<file path="config.mk">
export PLATFORM = sky130hd
export DESIGN_NAME = glq_emit
export DESIGN_NICKNAME = d
export VERILOG_FILES = /design/src/glq_pkg.sv /design/src/glq_emit.sv
export SDC_FILE = /design/constraint.sdc
export NUM_CORES = 1
export LEC_CHECK = 0
export BUFFER_PORTS_ARGS = -buffer_cell sky130_fd_sc_hd__buf_2
export CAP_MARGIN = 5
export CORE_MARGIN = 3
export CORE_UTILIZATION = 53
export CTS_CLUSTER_DIAMETER = 80
export CTS_CLUSTER_SIZE = 30
export DETAILED_ROUTE_END_ITERATION = 8
export GPL_TIMING_DRIVEN = 0
export PLACE_DENSITY = 0.86
export SLEW_MARGIN = 20
export SYNTH_ARGS = -nofsm -noshare
export SYNTH_HDL_FRONTEND = slang
export SYNTH_SLANG_ARGS = --single-unit
</file>
<file path="constraint.sdc">
create_clock -name clk -period 17.6 [get_ports clk]
set_input_delay 3.52 -clock clk [delete_from_list [all_inputs] [get_ports clk]]
set_output_delay 3.52 -clock clk [all_outputs]
set_load 0.005 [all_outputs]
</file>
<file path="src/glq_pkg.sv">
package glq_pkg;

  // Table geometry and metric storage width
  localparam int GLYPH_SLOTS = 256;
  localparam int METRIC_BITS = 16;
  localparam int SLOT_W      = (GLYPH_SLOTS > 1) ? $clog2(GLYPH_SLOTS) : 1;

  // Fixed field widths
  localparam int CODE_W    = 8;
  localparam int SCALE_W   = 24;
  localparam int POS_W     = 32;
  localparam int TEX_W     = 16;
  localparam int CFG_IDX_W = 3;

  // Arithmetic widths: metric sums, scale products, rounded offsets, pen sums
  localparam int EXT_W      = METRIC_BITS + 2;
  localparam int PROD_W     = EXT_W + SCALE_W + 1;
  localparam int FRAC_SHIFT = 12;
  localparam int ROUND_BIAS = 2048;
  localparam int OFF_W      = PROD_W - FRAC_SHIFT;
  localparam int SUM_W      = ((OFF_W > POS_W) ? OFF_W : POS_W) + 1;

  localparam logic [CODE_W-1:0]  CODE_NEWLINE = 8'd10;
  localparam logic [CODE_W-1:0]  CODE_SPACE   = 8'd32;
  localparam logic [SCALE_W-1:0] SCALE_RESET  = 24'd256;

  typedef enum logic [1:0] {
    CMD_LOAD  = 2'd0,
    CMD_START = 2'd1,
    CMD_CHAR  = 2'd2,
    CMD_NOP   = 2'd3
  } cmd_t;

  typedef enum logic [CFG_IDX_W-1:0] {
    CFG_ORIGIN_X = 3'd0,
    CFG_ORIGIN_Y = 3'd1,
    CFG_ORIGIN_Z = 3'd2,
    CFG_SCALE    = 3'd3,
    CFG_FLIP_Y   = 3'd4
  } cfg_reg_t;

  // What a pipelined item does once it reaches the pen
  typedef enum logic [2:0] {
    KIND_NONE    = 3'd0,
    KIND_START   = 3'd1,
    KIND_NEWLINE = 3'd2,
    KIND_ADVANCE = 3'd3,
    KIND_GLYPH   = 3'd4
  } kind_t;

  typedef enum logic [1:0] {
    CORNER_TL = 2'd0,
    CORNER_TR = 2'd1,
    CORNER_BR = 2'd2,
    CORNER_BL = 2'd3
  } corner_t;

  typedef struct packed {
    logic [TEX_W-1:0] bottom;
    logic [TEX_W-1:0] right;
    logic [TEX_W-1:0] top;
    logic [TEX_W-1:0] left;
  } tex_box_t;

  typedef struct packed {
    tex_box_t                tex;
    logic [METRIC_BITS-1:0]  step;
    logic [METRIC_BITS-1:0]  hgt;
    logic [METRIC_BITS-1:0]  wid;
    logic signed [METRIC_BITS-1:0] yoff;
    logic signed [METRIC_BITS-1:0] xoff;
  } glyph_entry_t;

  // Scaled offsets in Q.8, vertical ones already flipped when flip_y is set
  typedef struct packed {
    kind_t                   kind;
    tex_box_t                tex;
    logic signed [OFF_W-1:0] d_step;
    logic signed [OFF_W-1:0] dy_b;
    logic signed [OFF_W-1:0] dy_t;
    logic signed [OFF_W-1:0] dx_r;
    logic signed [OFF_W-1:0] dx_l;
  } off_t;

  // Round a Q.20 product to Q.8: add half, then floor
  function automatic logic signed [OFF_W-1:0] round_q8(input logic signed [PROD_W-1:0] p);
    logic signed [PROD_W-1:0] s;
    s = p + PROD_W'(ROUND_BIAS);
    return s[PROD_W-1:FRAC_SHIFT];
  endfunction

  // Clamp a wide sum to the signed position range
  function automatic logic signed [POS_W-1:0] sat_pos(input logic signed [SUM_W-1:0] v);
    logic signed [SUM_W-1:0] hi;
    logic signed [SUM_W-1:0] lo;
    hi = SUM_W'($signed({1'b0, {(POS_W-1){1'b1}}}));
    lo = SUM_W'($signed({1'b1, {(POS_W-1){1'b0}}}));
    if (v > hi) begin
      return hi[POS_W-1:0];
    end else if (v < lo) begin
      return lo[POS_W-1:0];
    end
    return v[POS_W-1:0];
  endfunction

  function automatic logic signed [POS_W-1:0] add_pos(input logic signed [POS_W-1:0] pen,
                                                      input logic signed [OFF_W-1:0] off);
    return sat_pos(SUM_W'(pen) + SUM_W'(off));
  endfunction

endpackage

</file>
<file path="src/glq_emit.sv">
module glq_emit import glq_pkg::*; (
  input  logic                    clk,
  input  logic                    rst_n,
  input  logic                    in_valid,
  output logic                    in_ready,
  input  off_t                    in_item,
  input  logic signed [POS_W-1:0] origin_x,
  input  logic signed [POS_W-1:0] origin_y,
  input  logic signed [POS_W-1:0] origin_z,
  input  logic [SCALE_W-1:0]      scale,
  input  logic                    flip_y,
  output logic                    out_tvalid,
  input  logic                    out_tready,
  output logic [127:0]            out_tdata,
  output logic [1:0]              out_tuser,
  output logic                    out_tlast
);

  logic signed [POS_W-1:0] pen_x_r, pen_x_nxt;
  logic signed [POS_W-1:0] pen_y_r, pen_y_nxt;
  logic signed [SUM_W-1:0] line_step;

  logic                    quad_valid_r;
  corner_t                 corner_r;
  logic signed [POS_W-1:0] xl_r, xr_r, yt_r, yb_r;
  tex_box_t                tex_r;
  logic                    quad_ready;
  logic                    quad_done;
  logic                    take;
  logic                    load_quad;
  logic                    emit;
  logic                    out_free;
  logic                    is_right;
  logic                    is_bottom;

  logic                    out_valid_r;
  logic [127:0]            out_data_r;
  corner_t                 out_corner_r;
  logic                    out_last_r;

  assign out_free   = !out_valid_r || out_tready;
  assign emit       = quad_valid_r && out_free;
  assign quad_done  = emit && (corner_r == CORNER_BL);
  assign quad_ready = !quad_valid_r || quad_done;
  assign in_ready   = (in_item.kind != KIND_GLYPH) || quad_ready;
  assign take       = in_valid && in_ready;
  assign load_quad  = take && (in_item.kind == KIND_GLYPH);

  // Move the pen for each item in order
  always_comb begin
    pen_x_nxt = pen_x_r;
    pen_y_nxt = pen_y_r;
    line_step = flip_y ? -$signed(SUM_W'(scale)) : $signed(SUM_W'(scale));
    if (take) begin
      case (in_item.kind)
        KIND_START: begin
          pen_x_nxt = origin_x;
          pen_y_nxt = origin_y;
        end
        KIND_NEWLINE: begin
          pen_x_nxt = origin_x;
          pen_y_nxt = sat_pos(SUM_W'(pen_y_r) + line_step);
        end
        KIND_ADVANCE, KIND_GLYPH: begin
          pen_x_nxt = add_pos(pen_x_r, in_item.d_step);
        end
        default: begin
        end
      endcase
    end
  end

  always_ff @(posedge clk) begin
    if (!rst_n) begin
      pen_x_r <= '0;
      pen_y_r <= '0;
    end else begin
      pen_x_r <= pen_x_nxt;
      pen_y_r <= pen_y_nxt;
    end
  end

  // Hold the quad corners while its four vertices drain
  always_ff @(posedge clk) begin
    if (!rst_n) begin
      quad_valid_r <= 1'b0;
      corner_r     <= CORNER_TL;
    end else if (load_quad) begin
      quad_valid_r <= 1'b1;
      corner_r     <= CORNER_TL;
    end else if (emit) begin
      quad_valid_r <= !quad_done;
      corner_r     <= corner_t'(corner_r + 2'd1);
    end
  end

  always_ff @(posedge clk) begin
    if (load_quad) begin
      xl_r  <= add_pos(pen_x_r, in_item.dx_l);
      xr_r  <= add_pos(pen_x_r, in_item.dx_r);
      yt_r  <= add_pos(pen_y_r, in_item.dy_t);
      yb_r  <= add_pos(pen_y_r, in_item.dy_b);
      tex_r <= in_item.tex;
    end
  end

  assign is_right  = (corner_r == CORNER_TR) || (corner_r == CORNER_BR);
  assign is_bottom = (corner_r == CORNER_BR) || (corner_r == CORNER_BL);

  // Output register decouples the result side from the quad walk
  always_ff @(posedge clk) begin
    if (!rst_n) begin
      out_valid_r <= 1'b0;
    end else if (emit) begin
      out_valid_r <= 1'b1;
    end else if (out_tready) begin
      out_valid_r <= 1'b0;
    end
  end

  always_ff @(posedge clk) begin
    if (emit) begin
      out_data_r   <= {is_bottom ? tex_r.bottom : tex_r.top,
                       is_right ? tex_r.right : tex_r.left,
                       origin_z,
                       is_bottom ? yb_r : yt_r,
                       is_right ? xr_r : xl_r};
      out_corner_r <= corner_r;
      out_last_r   <= (corner_r == CORNER_BL);
    end
  end

  assign out_tvalid = out_valid_r;
  assign out_tdata  = out_data_r;
  assign out_tuser  = out_corner_r;
  assign out_tlast  = out_last_r;

endmodule

</file>
==> results.md <==
- Post-synthesis xor/xnor area fraction: 0.0635
- Core ar.: 0.0471 mm²
- GRT Total Usage: 0.302
- Clk Tree Root Cell: clkbuf_16
- Synth Area in Compound Gates: 0.217
- Crit share post-route: 0.492
- Worst slack at placement: 8420 ps
- Fin Clk Skew: 25.5 ps
- Global-route wire length before repair: 119,000 µm
- GPL Wtd Cong: 0.973
- Slowest cell on crit path: or4_1
- Worst Path Arrival: 9140 ps
- RSZ-0062 raised after global routing: false
- CP max FO: 10
- Worst skew pair latency: 580 ps
- HPWL Detailed: 66,100 µm
- Layout cells sized above 1: 0.219
- Critical Path Source Type: input pin
- Pwr Density: 80.1 mW/mm²
- YS warnings: 0
- Main combinational cell family by area after synthesis: compound AO/OA/AOI/OAI gates
- Vias in the first global route: 20,800
- Slew @ Worst Pin: 727 ps
- DR iter-0 viols: 2,267
- Syn Inst Count: 2,497
- Mean post-synth cell area: 10.2 µm²
- Clock Path Buffers: 3
- Post-Synthesis Cell Area: 0.0255 mm²
- Post-synth ARST share: 0
- Initial antenna violation count: 28
- Ports: 480
- Die Ht: 225 µm
- CTS tree: yes
- Worst Slack Setup Final: 8940 ps
- Max cap viols: 0
- Row count: 79
- Vias per inst: 6.09
- Fin. max-slew vios: 0
- Detailed-route DRC error count: 0
- Outcome: finished, final reports clean
- EDFF count, synth: 323
- Adder-Cell Fraction of Synth Area: 0.112
- Grt total ovfl: 0
- CTS Buf Count: 23
- Worst-path clk slew: 100 ps
- Critical Path Most Common Cell: buf_2
- Clock sinks: 391
- First-pass DRT Iterations: 5
- Drt total wl: 81,100 µm
- Mux cell area share after synthesis: 0.0460
- VDD IR max: 78.4 µV
- CP required: 18,080 ps
- Die X: 225 µm
- Fin Setup TNS: 0 ps
- Worst path bufs/invs: 4
- Initial Utilization: 0.542
- Min cycle time layout: 8660 ps
- CTS Hold Bufs: 0
- Max_slew headroom: 0.516
- Worst hold path class: reg -> reg
- Routed Antenna Nets: 0
- Htree depth: 1
- Crit Path Category: in -> reg
- DR vias: 22,300
- Crit. End Element: register
- Power, Total: 2.38 mW
- Util after Layout: 0.631
- Die Area: 0.0508 mm²
- Syn Nets: 3,046
- # resized after CTS: 0
- Largest net degree at the start of global routing: 99
- Setup Buffers After CTS: 0
- Slowest stage delay, CP: 460 ps
- Synth area leaders: edfxtp_1 38%, ha_1 9.6%, dfxtp_1 5.3%, a21oi_1 5.2%, mux2_2 4.4%
- Area fraction of the dominant cell type after synthesis: 0.380
- Post-synth cell types: 83
- Leak: 12.2 nW
- Port bufs: 478
- Nets: 3,552
- #FFs+latches synth: 391
- Final setup viols: 0
- Simple-Gate Fraction of Synth Area: 0.101
- Post-DR wirelength/cell: 22.2 µm
- Seq/Total Area, Yosys: 0.433
- Filler instances: 3,830
- Crit path cell chain: buf_2 -> nor4_4 -> nand3b_1 -> or3_1 -> or4_1 -> or3_1 -> clkbuf_1 -> o31ai_1 -> xnor2_1 -> ha_1 -> a21o_1 -> a21oi_1 -> o21bai_1 -> a21o_1 -> a211oi_1 -> o21bai_1 -> a31o_2 -> xnor2_1 -> buf_2 -> buf_2 -> a21oi_1 -> a211oi_1
- Most area-hungry cell type in the Yosys netlist: edfxtp_1
- Ys flop type: edfxtp_1
- Achievable clock frequency: 115 MHz
- Area Overhead vs Synth: 16.3%
- Delay-heaviest family, CP: compound AO/OA/AOI/OAI gates
- Final hold vios: 0
synthesized netlist by cell type, drive strengths merged (10+ instances only):
library cell  count
and3             15
or3              15
nand2b           35
a21o             85
mux2             99
edfxtp          323
a221oi           13
o21ai           225
xnor2           125
nand3            52
o211ai           27
a21oi           269
o21bai           28
xor2             58
a21boi           24
buf              21
nor3             37
dfxtp            68
ha              196
nor2            113
inv              70
o31ai            17
nand4            20
nor2b            18
a31oi            17
a211oi           53
clkbuf           82
nand2           176
o21a             45
maj3             29
and2             10
cells by family after synthesis:
family                   Yosys count
adder cells (fa/ha/maj)          231
flip-flops                       391
AND/OR/NAND/NOR                  533
XOR/XNOR                         183
AO/OA/AOI/OAI                    880
multiplexers                     105
buffers and inverters            174
final timing paths:
kind                     start     endpoint  slack [ps]  cells after the start
hold reg to reg   quad_valid_r   out_tvalid         500                      2
setup / recovery      scale[4]  pen_y_r[28]        8940                     22
setup reg to reg    pen_y_r[0]      yt_r[2]       13090                     14
hold / removal    quad_valid_r   out_tvalid         500                      2
worst reg2reg max path, delay by kind of cell (launching register included):
family	cells	cell delay [ps]
flops	1	440
compound gates	9	2170
simple gates	1	240
buf+inv	2	700
fa+ha+maj	2	710
registers in the layout, indices dropped and copies added (netlist names):
signal,flops
out_tdata,128
quad_valid_r,1
xl_r,32
pen_x_r,32
xr_r,32
out_tvalid,1
corner_r,2
tex_r,64
yt_r,32
yb_r,32
pen_y_r,32
out_tuser,2
out_tlast,1
stage by stage:
stage	hold slack, ps	area [µm²]	std cells
floorplan	448	25500	2497
global placement	458	28700	3582
detailed placement	479	28800	3585
CTS	498	29600	3625
global route	534	29700	3651
finish	499	29700	3653
placed cells by master (no fill, tap or decap), types with 17 or more instances in the layout:
cell type  count
a21oi_1      267
a21o_1        85
mux2_2        99
o21bai_1      28
nand4_1       20
edfxtp_1     323
o21ai_0      221
a211oi_1      53
ha_1         196
buf_2        489
nand2b_1      35
nor3_1        37
dfxtp_1       68
nand3_1       52
nor2b_1       18
a31oi_1       17
o21a_1        44
maj3_1        26
o31ai_1       17
inv_1         69
nand2_1      175
clkbuf_1      82
diode_2       28
clkbuf_16     23
nor2_1       113
a21boi_0      24
xnor2_1      124
xor2_1        58
o211ai_1      26
where the power goes:
part | internal [mW] | switching [mW] | total, mW
clock | 0.270 | 0.354 | 0.624
combinational | 0.263 | 0.405 | 0.668
sequential | 1.06 | 0.0305 | 1.09
area by class of cell:
class / instances / area (µm²) / area share
multi-input cells: 1932 / 13800 / 0.464
flip-flops and latches: 391 / 11100 / 0.373
repair buffers: 481 / 2470 / 0.0834
clock inverters: 16 / 275 / 0.00927
well taps: 607 / 759 / 0.0256
diodes: 28 / 70.1 / 0.00236
plain buffers: 103 / 419 / 0.0141
inverters: 71 / 274 / 0.00923
clock buffers: 24 / 579 / 0.0195
routing by layer:
layer	GRT usage	vias up	part of all wire
met2	0.471	1007	0.45
met4	0.132	0	0.043
met3	0.0486	164	0.080
li1	-	10500	-
met1	0.420	10600	0.43
met5	0	-	0
(Power assumes the default switching activity.)
